[src/hw/rtl/lpps_pkg.sv]
// ----------------------------------------------------------------------------
// lpps_pkg
// Shared types and codes for the long-press power switch controller.
// ----------------------------------------------------------------------------
package lpps_pkg;

  localparam int STEP_TICKS_W  = 16;
  localparam int HOLD_ROUNDS_W = 8;
  localparam int CFG_DATA_W    = 16;
  localparam int CFG_INDEX_W   = 2;
  localparam int PHASE_W       = 3;

  localparam logic [CFG_INDEX_W-1:0] REG_STEP_TICKS  = 2'd0;
  localparam logic [CFG_INDEX_W-1:0] REG_HOLD_ROUNDS = 2'd1;

  localparam logic [STEP_TICKS_W-1:0]  STEP_TICKS_RESET  = 16'd100;
  localparam logic [HOLD_ROUNDS_W-1:0] HOLD_ROUNDS_RESET = 8'd10;

  localparam logic [PHASE_W-1:0] PHASE_START = 3'd0;
  localparam logic [PHASE_W-1:0] PHASE_HOLD1 = 3'd1;
  localparam logic [PHASE_W-1:0] PHASE_BLINK = 3'd2;
  localparam logic [PHASE_W-1:0] PHASE_ABORT = 3'd3;
  localparam logic [PHASE_W-1:0] PHASE_WATCH = 3'd4;
  localparam logic [PHASE_W-1:0] PHASE_HOLD2 = 3'd5;
  localparam logic [PHASE_W-1:0] PHASE_OFF   = 3'd6;

  typedef enum logic [6:0] {
    ST_START = 7'b0000001,
    ST_HOLD1 = 7'b0000010,
    ST_BLINK = 7'b0000100,
    ST_ABORT = 7'b0001000,
    ST_WATCH = 7'b0010000,
    ST_HOLD2 = 7'b0100000,
    ST_OFF   = 7'b1000000
  } state_t;

  typedef struct packed {
    logic               power_enable;
    logic               source_usb;
    logic               ready_pulse;
    logic               shutdown_pulse;
    logic [PHASE_W-1:0] phase;
  } status_t;

  function automatic logic [PHASE_W-1:0] phase_code(input state_t st);
    logic [PHASE_W-1:0] code;
    unique case (st)
      ST_START: code = PHASE_START;
      ST_HOLD1: code = PHASE_HOLD1;
      ST_BLINK: code = PHASE_BLINK;
      ST_ABORT: code = PHASE_ABORT;
      ST_WATCH: code = PHASE_WATCH;
      ST_HOLD2: code = PHASE_HOLD2;
      default:  code = PHASE_OFF;
    endcase
    return code;
  endfunction

endpackage

[src/hw/rtl/lpps_ctrl.sv]
// ----------------------------------------------------------------------------
// lpps_ctrl
// Configuration registers, phase machine, tick and step counters. Produces
// the result for the tick being retired and updates state on advance.
// ----------------------------------------------------------------------------
module lpps_ctrl
  import lpps_pkg::*;
#(
  parameter int NUM_LEDS = 4
) (
  input  logic                   clk,
  input  logic                   rst,
  input  logic                   cfg_write,
  input  logic [CFG_INDEX_W-1:0] cfg_index,
  input  logic [CFG_DATA_W-1:0]  cfg_data,
  input  logic                   advance,
  input  logic                   level,
  output logic [NUM_LEDS-1:0]    res_leds,
  output status_t                res_status
);

  localparam int STEP_W = $clog2((1 << HOLD_ROUNDS_W) * NUM_LEDS);
  localparam int POS_W  = (NUM_LEDS > 1) ? $clog2(NUM_LEDS) : 1;
  localparam logic [POS_W-1:0]  POS_LAST = POS_W'(NUM_LEDS - 1);
  localparam logic [STEP_W-1:0] LEDS_N   = STEP_W'(NUM_LEDS);

  logic [STEP_TICKS_W-1:0]  step_ticks;
  logic [HOLD_ROUNDS_W-1:0] hold_rounds;

  state_t                  state, state_next;
  logic                    pressed_seen;
  logic [STEP_TICKS_W-1:0] tick_count, tick_count_next;
  logic [STEP_W-1:0]       step_count, step_count_next;
  logic [POS_W-1:0]        led_pos, led_pos_next;
  logic                    blink_on, blink_on_next;
  logic                    source_is_usb, source_is_usb_next;
  logic                    enable_latch, enable_latch_next;

  logic                     pressed, edge_seen;
  logic [STEP_TICKS_W-1:0]  tick_lim, tick_inc;
  logic                     tick_hit;
  logic [HOLD_ROUNDS_W-1:0] rounds;
  logic [STEP_W-1:0]        steps_total, step_inc;
  logic                     chase_hit;
  logic [POS_W-1:0]         pos_inc;
  logic                     ready_p, shut_p;

  always_ff @(posedge clk) begin
    if (rst) begin
      step_ticks  <= STEP_TICKS_RESET;
      hold_rounds <= HOLD_ROUNDS_RESET;
    end else if (cfg_write) begin
      unique case (cfg_index)
        REG_STEP_TICKS:  step_ticks  <= cfg_data[STEP_TICKS_W-1:0];
        REG_HOLD_ROUNDS: hold_rounds <= cfg_data[HOLD_ROUNDS_W-1:0];
        default: ;
      endcase
    end
  end

  assign pressed     = ~level;
  assign edge_seen   = pressed != pressed_seen;
  assign tick_lim    = (step_ticks == '0) ? STEP_TICKS_W'(1) : step_ticks;
  assign tick_inc    = tick_count + STEP_TICKS_W'(1);
  assign tick_hit    = tick_inc >= tick_lim;
  assign rounds      = (hold_rounds == '0) ? HOLD_ROUNDS_W'(1) : hold_rounds;
  assign steps_total = STEP_W'(rounds) * LEDS_N;
  assign step_inc    = step_count + STEP_W'(1);
  assign chase_hit   = step_inc >= steps_total;
  assign pos_inc     = (led_pos == POS_LAST) ? '0 : led_pos + POS_W'(1);

  always_comb begin
    state_next         = state;
    tick_count_next    = tick_count;
    step_count_next    = step_count;
    led_pos_next       = led_pos;
    blink_on_next      = blink_on;
    source_is_usb_next = source_is_usb;
    enable_latch_next  = enable_latch;
    ready_p            = 1'b0;
    shut_p             = 1'b0;
    unique case (state)
      ST_START: begin
        if (!pressed) begin
          source_is_usb_next = 1'b1;
          ready_p            = 1'b1;
          state_next         = ST_WATCH;
        end else begin
          source_is_usb_next = 1'b0;
          tick_count_next    = '0;
          step_count_next    = '0;
          led_pos_next       = '0;
          state_next         = ST_HOLD1;
        end
      end
      ST_HOLD1, ST_HOLD2: begin
        if (edge_seen) begin
          state_next = (state == ST_HOLD1) ? ST_ABORT : ST_WATCH;
        end else begin
          tick_count_next = tick_hit ? '0 : tick_inc;
          if (tick_hit) begin
            step_count_next = step_inc;
            led_pos_next    = pos_inc;
            if (chase_hit) begin
              if (state == ST_HOLD1) begin
                enable_latch_next = 1'b1;
                blink_on_next     = 1'b1;
                tick_count_next   = '0;
                state_next        = ST_BLINK;
              end else begin
                enable_latch_next = 1'b0;
                shut_p            = 1'b1;
                state_next        = ST_OFF;
              end
            end
          end
        end
      end
      ST_BLINK: begin
        if (edge_seen) begin
          ready_p    = 1'b1;
          state_next = ST_WATCH;
        end else begin
          tick_count_next = tick_hit ? '0 : tick_inc;
          if (tick_hit) begin
            blink_on_next = ~blink_on;
          end
        end
      end
      ST_WATCH: begin
        if (edge_seen && pressed) begin
          tick_count_next = '0;
          step_count_next = '0;
          led_pos_next    = '0;
          state_next      = ST_HOLD2;
        end
      end
      ST_ABORT: ;
      default: state_next = ST_OFF;
    endcase
  end

  always_ff @(posedge clk) begin
    if (rst) begin
      state         <= ST_START;
      pressed_seen  <= 1'b1;
      tick_count    <= '0;
      step_count    <= '0;
      led_pos       <= '0;
      blink_on      <= 1'b1;
      source_is_usb <= 1'b0;
      enable_latch  <= 1'b0;
    end else if (advance) begin
      state         <= state_next;
      pressed_seen  <= pressed;
      tick_count    <= tick_count_next;
      step_count    <= step_count_next;
      led_pos       <= led_pos_next;
      blink_on      <= blink_on_next;
      source_is_usb <= source_is_usb_next;
      enable_latch  <= enable_latch_next;
    end
  end

  always_comb begin
    res_leds = '0;
    if (state_next == ST_HOLD1 || state_next == ST_HOLD2) begin
      for (int k = 0; k < NUM_LEDS; k++) begin
        res_leds[k] = led_pos_next == POS_W'(k);
      end
    end else if (state_next == ST_BLINK) begin
      res_leds = blink_on_next ? '1 : '0;
    end
  end

  assign res_status.power_enable   = enable_latch_next;
  assign res_status.source_usb     = source_is_usb_next;
  assign res_status.ready_pulse    = ready_p;
  assign res_status.shutdown_pulse = shut_p;
  assign res_status.phase          = phase_code(state_next);

endmodule

[src/hw/rtl/long_press_power_switch_controller.sv]
// ----------------------------------------------------------------------------
// long_press_power_switch_controller
// Long-press power switch controller: input register, phase logic, result
// register. One tick sample in, one status beat out.
//
//   channel  direction  handshake                 payload
//   in       sink       in_valid / in_ready       button_level
//   out      source     out_valid / out_ready     leds, power_enable,
//                                                 source_usb, ready_pulse,
//                                                 shutdown_pulse, phase
//   cfg      sink       cfg_write                 cfg_index, cfg_data
//
// One beat per cycle sustained while out_ready is high; a tick sample moves
// from the input register into the result register once the result register
// is empty or being taken, and its status beat is then offered from there.
// The phase logic and counters update when a beat moves from the input
// register into the result register.
// Synchronous reset empties both stages and resets the phase and configuration.
// A stalled result holds; the input register still takes a beat while the
// result waits, then input stalls.
// ----------------------------------------------------------------------------
module long_press_power_switch_controller
  import lpps_pkg::*;
#(
  parameter int NUM_LEDS = 4
) (
  input  logic                   clk,
  input  logic                   rst,
  input  logic                   cfg_write,
  input  logic [CFG_INDEX_W-1:0] cfg_index,
  input  logic [CFG_DATA_W-1:0]  cfg_data,
  input  logic                   in_valid,
  output logic                   in_ready,
  input  logic                   button_level,
  output logic                   out_valid,
  input  logic                   out_ready,
  output logic [NUM_LEDS-1:0]    leds,
  output logic                   power_enable,
  output logic                   source_usb,
  output logic                   ready_pulse,
  output logic                   shutdown_pulse,
  output logic [PHASE_W-1:0]     phase
);

  logic    hold_valid;
  logic    hold_level;
  logic    advance;
  logic [NUM_LEDS-1:0] res_leds;
  status_t res_status;
  status_t status;

  assign advance  = hold_valid && (!out_valid || out_ready);
  assign in_ready = !hold_valid || advance;

  always_ff @(posedge clk) begin
    if (rst) begin
      hold_valid <= 1'b0;
    end else if (in_valid && in_ready) begin
      hold_valid <= 1'b1;
    end else if (advance) begin
      hold_valid <= 1'b0;
    end
  end

  always_ff @(posedge clk) begin
    if (in_valid && in_ready) begin
      hold_level <= button_level;
    end
  end

  lpps_ctrl #(
    .NUM_LEDS (NUM_LEDS)
  ) u_ctrl (
    .clk        (clk),
    .rst        (rst),
    .cfg_write  (cfg_write),
    .cfg_index  (cfg_index),
    .cfg_data   (cfg_data),
    .advance    (advance),
    .level      (hold_level),
    .res_leds   (res_leds),
    .res_status (res_status)
  );

  always_ff @(posedge clk) begin
    if (rst) begin
      out_valid <= 1'b0;
    end else if (advance) begin
      out_valid <= 1'b1;
    end else if (out_ready) begin
      out_valid <= 1'b0;
    end
  end

  always_ff @(posedge clk) begin
    if (advance) begin
      leds   <= res_leds;
      status <= res_status;
    end
  end

  assign power_enable   = status.power_enable;
  assign source_usb     = status.source_usb;
  assign ready_pulse    = status.ready_pulse;
  assign shutdown_pulse = status.shutdown_pulse;
  assign phase          = status.phase;

  a_shutdown_off: assert property (@(posedge clk) disable iff (rst)
    out_valid && shutdown_pulse |-> phase == PHASE_OFF && !power_enable)
    else $error("shutdown beat not in off phase with enable dropped");

  a_ready_watch: assert property (@(posedge clk) disable iff (rst)
    out_valid && ready_pulse |-> phase == PHASE_WATCH)
    else $error("ready beat not in watch phase");

  a_blink_enabled: assert property (@(posedge clk) disable iff (rst)
    out_valid && phase == PHASE_BLINK |-> power_enable)
    else $error("blink phase without power enable");

  a_dark_phases: assert property (@(posedge clk) disable iff (rst)
    out_valid && (phase == PHASE_WATCH || phase == PHASE_ABORT || phase == PHASE_OFF)
    |-> leds == '0)
    else $error("leds lit outside hold or blink");

  a_hold_drains: assert property (@(posedge clk) disable iff (rst)
    advance |=> out_valid)
    else $error("advanced beat lost before result register");

endmodule

[config.mk]
export PLATFORM = sky130hd
export DESIGN_NAME = long_press_power_switch_controller
export DESIGN_NICKNAME = d
export VERILOG_FILES = /design/src/hw/rtl/lpps_pkg.sv /design/src/hw/rtl/lpps_ctrl.sv /design/src/hw/rtl/long_press_power_switch_controller.sv
export SDC_FILE = /design/constraint.sdc
export NUM_CORES = 1
export LEC_CHECK = 0
export ABC_CLOCK_PERIOD_IN_PS = 5100
export BUFFER_PORTS_ARGS = -buffer_cell sky130_fd_sc_hd__buf_2
export CORE_MARGIN = 4
export CORE_UTILIZATION = 35
export CTS_BUF_LIST = sky130_fd_sc_hd__clkbuf_4 sky130_fd_sc_hd__clkbuf_8
export DETAILED_ROUTE_END_ITERATION = 10
export GPL_TIMING_DRIVEN = 0
export HOLD_SLACK_MARGIN = 0.03
export PLACE_DENSITY_LB_ADDON = 0.1
export SETUP_SLACK_MARGIN = 0.05
export SLEW_MARGIN = 20
export SYNTH_ARGS = -nofsm -noshare
export SYNTH_HDL_FRONTEND = slang
export SYNTH_HIERARCHICAL = 1
export SYNTH_SLANG_ARGS = --single-unit
[constraint.sdc]
create_clock -name clk -period 5.1 [get_ports clk]
set_input_delay 1.02 -clock clk [delete_from_list [all_inputs] [get_ports clk]]
set_output_delay 1.02 -clock clk [all_outputs]
set_load 0.05 [all_outputs]
==> summary.txt <==
Synthesis
  – Post-synthesis cell type count: 63
  – Synth Cell Area: 4350 sq um
  – Avg Inst Size Synth: 8.45 sq um
  – EDFF count, synth: 12
  – Part of the Yosys area used for sequential elements: 38.2%
  – Fraction of registers with async set/reset: 0%
  – Synthesis Warnings: 6
  – Mapped Cells: 515
  – Mapped Nets: 568
  – Top_reg_cell synth: dfxtp_1
  – #FFs+latches synth: 77

Worst setup path
  – Crit path max-delay family: simple AND/OR/NAND/NOR gates
  – Crit path launch type: flip-flop
  – WP data required: 5.30 ns
  – Kind of critical path: flip-flop to flip-flop
  – R2R Path End: leds[2]
  – Slowest cell on the critical path: or4_1
  – Setup crit end kind: flip-flop
  – Slowest stage delay, CP: 0.60 ns
  – R2R Setup Slk: 0.74 ns
  – CP Buf/Inv Count: 1
  – Crit path DAT: 4.56 ns
  – Reg2Reg Depth: 15
  – Crit-path max FO: 6
  – Critical-path cell list: ha_1, nand2_1, nor2_1, and3_1, clkbuf_1, nand4_1, xnor2_1, ha_1, a21oi_1, a21boi_0, a311oi_1, nand2_1, and4_1, or4_1, o21ai_0
  – FF-to-FF Start: u_ctrl/tick_count[0]

Clocking
  – Clk root buf: clkbuf_8
  – Max clock buf depth: 2
  – H-tree levels: 3
  – Hold-fix buffers, CTS: 0
  – Clk slew on worst S/H paths: 0.08 ns
  – # clock sinks: 77
  – TritonCTS clock tree: built
  – Post-CTS Setup Bufs: 0
  – Clk_lat worst skew: 0.36 ns
  – # resized after CTS: 0
  – Total CTS buffers: 9

Route
  – Avg WL per Cell: 14.5 um
  – DR DRC count: 0
  – Final wirelength: 10.6 mm
  – Final ANT Viol Nets: 0
  – DR vias/cell: 5.10
  – Detailed router's first-iteration violation count: 221
  – Via count: 3743
  – Drt first pass iters: 5

Die
  – Initial Util: 35.9%
  – Die W: 119 um
  – Cell row count: 40
  – Area of the core: 12100 sq um
  – Die height: 119 um
  – Die Area: 14300 sq um
  – Num ports: 37

Final layout
  – Most common cell after layout, fill and taps aside: nand2_1
  – Final instance area: 4940 sq um
  – Leading cell types in the layout, fill and taps excluded: 69 x nand2_1, 65 x dfxtp_1, 43 x a21oi_1, 37 x buf_2, 37 x nor2_1
  – # diodes: 0
  – Layout area overhead: 13.5%
  – Share of cells above drive strength 1: 12.7%
  – Fin cells: 734
  – Final #Nets: 615

Power and ir drop
  – VDD IR max: 0.000138 V
  – Switching power: 0.344 mW
  – Pwr/cell area: 257 nW/um^2
  – Logic pwr share: 13.1%
  – Pint: 0.926 mW
  – Clock power frac: 35.9%
  – Sequential power share: 51.0%
  – Switching share of power: 27.1%
  – Leakage: 1.99 nW

Flow run
  – Total of max-cap violations: 0

GRT
  – Total global routing overflow: 0
  – Initial antenna violation count: 0
  – First-pass GRT wire length: 17.9 mm
  – Overall routing resource usage: 15.6%
  – Largest net degree at the start of global routing: 13
  – Vias in the first global route: 3517

Placement
  – Area post-placement: 4750 sq um
  – DP Wirelength: 7.99 mm
  – Port Buf Inserts: 36
  – Placed Cells: 719
  – Placer Congestion: 0.845

Timing
  – Max Fclk: 229 MHz
  – Final Cycle Share: 85.5%
  – Final setup fails: 0
  – Final TNS setup: 0 ns
  – Worst slew pin tran: 0.768 ns
  – Unrepaired setup endpoints after global routing: false
  – Slew Limit Fails: 0
  – Fin crit period: 4.36 ns
  – Clock Skew: 0.00610 ns
  – Final Hold Viols: 0
  – Slew headroom: 48.8%

Min path
  – Min-Delay Path Depth: 2
  – Hold Startpoint: u_ctrl/step_count[9]
  – Worst Hold Class: flip-flop to flip-flop
  – Endpoint, Worst Hold: u_ctrl/step_count[9]

Outcome
  – Status: complete, no violations
[flip-flops by register name, summed over array words and instances (netlist names), 2 cells and up]
| register | cells |
|---|---|
| u_ctrl/step_count | 10 |
| u_ctrl/step_ticks | 16 |
| leds | 4 |
| u_ctrl/led_pos | 2 |
| phase | 3 |
| u_ctrl/hold_rounds | 8 |
| u_ctrl/state | 7 |
| u_ctrl/tick_count | 16 |
[worst register-to-register path: stages, from the launching register on]
cell	delay (ns)
dfxtp_1	0.44
ha_1	0.29
nand2_1	0.08
nor2_1	0.22
and3_1	0.20
clkbuf_1	0.25
nand4_1	0.15
xnor2_1	0.24
ha_1	0.30
a21oi_1	0.15
a21boi_0	0.11
a311oi_1	0.56
nand2_1	0.25
and4_1	0.27
or4_1	0.60
o21ai_0	0.11
[Yosys cell counts, drive strengths merged (3+ instances only)]
| master | number | area share, % |
|---|---|---|
| a211oi | 5 | 0.86 |
| nand3b | 3 | 0.81 |
| nand4 | 5 | 0.72 |
| or4 | 3 | 0.60 |
| mux2i | 9 | 2.1 |
| dfxtp | 65 | 30 |
| and3 | 8 | 1.2 |
| and2 | 8 | 1.2 |
| nand2 | 69 | 6.0 |
| ha | 29 | 8.3 |
| o211ai | 6 | 1.0 |
| edfxtp | 12 | 8.3 |
| buf | 6 | 0.89 |
| o21ai | 26 | 3.0 |
| a31oi | 12 | 1.7 |
| a21oi | 45 | 5.3 |
| o21a | 3 | 0.52 |
| or3b | 5 | 1.0 |
| nor4 | 6 | 0.86 |
| nor2b | 3 | 0.43 |
| nor2 | 37 | 3.2 |
| nand2b | 3 | 0.43 |
| or3 | 8 | 1.3 |
| clkbuf | 18 | 1.6 |
| nand3 | 17 | 2.0 |
| a22oi | 8 | 1.4 |
| nor3 | 8 | 1.3 |
| mux2 | 3 | 0.78 |
| xnor2 | 13 | 2.6 |
| inv | 32 | 2.8 |
| xor2 | 10 | 2.0 |
[logic make-up (layout without fill, tap and decap cells)]
family / after synthesis / count (layout) / synth area share (%)
compound gates: 127 / 127 / 18.1
xor+xnor: 23 / 23 / 4.63
fa+ha+maj: 29 / 29 / 8.34
buf+inv: 57 / 108 / 5.29
flops: 77 / 77 / 38.2
mux: 12 / 12 / 2.85
simple gates: 190 / 190 / 22.5
[final cells by class]
class / instances / area [sq um]
clock buffers: 14 / 186
clock inverters: 1 / 5.00
flip-flops and latches: 77 / 1660
fillers: 1300 / 7170
repair buffers: 36 / 180
plain buffers: 24 / 106
multi-input cells: 381 / 2460
well taps: 168 / 210
inverters: 33 / 124
[power groups by stage]
stage	clock [mW]	sequential, mW	combinational [mW]
after floorplan	0	0.682	0.0980
after global routing	0.498	0.651	0.186
after CTS	0.472	0.649	0.168
after global placement	0	0.663	0.165
after detailed placement	0	0.663	0.167
final	0.456	0.649	0.166
[worst max-delay path by stage]
stage	slack (ns)	startpoint	end	cells past startpoint
final	0.74	u_ctrl/tick_count[0]	leds[2]	15
after global routing	0.36	u_ctrl/tick_count[0]	u_ctrl/step_count[6]	16
after CTS	0.70	u_ctrl/tick_count[0]	u_ctrl/step_count[4]	16
after detailed placement	0.73	u_ctrl/tick_count[0]	u_ctrl/step_count[7]	16
after global placement	0.74	u_ctrl/tick_count[0]	leds[2]	15
after floorplan	1.48	u_ctrl/tick_count[0]	power_enable	15
[metal layers]
metal / track usage, % / up-vias / wire length [um]
li1: - / 1925 / -
met1: 20.8 / 1704 / 5070
met2: 24.5 / 94 / 4900
met3: 2.54 / 20 / 398
met4: 7.66 / 0 / 271
met5: 0 / - / 0
[stage by stage]
step	power (mW)	util [%]	setup WS, ns	hold slack (ns)
global route	1.34	40.8	0.358	0.496
finish	1.27	40.8	0.737	0.467
global placement	0.828	39.1	0.741	0.457
CTS	1.29	40.8	0.702	0.470
floorplan	0.780	-	1.48	0.436
detailed placement	0.830	39.2	0.728	0.459
No activity file was read; power rests on OpenSTA's default activity.
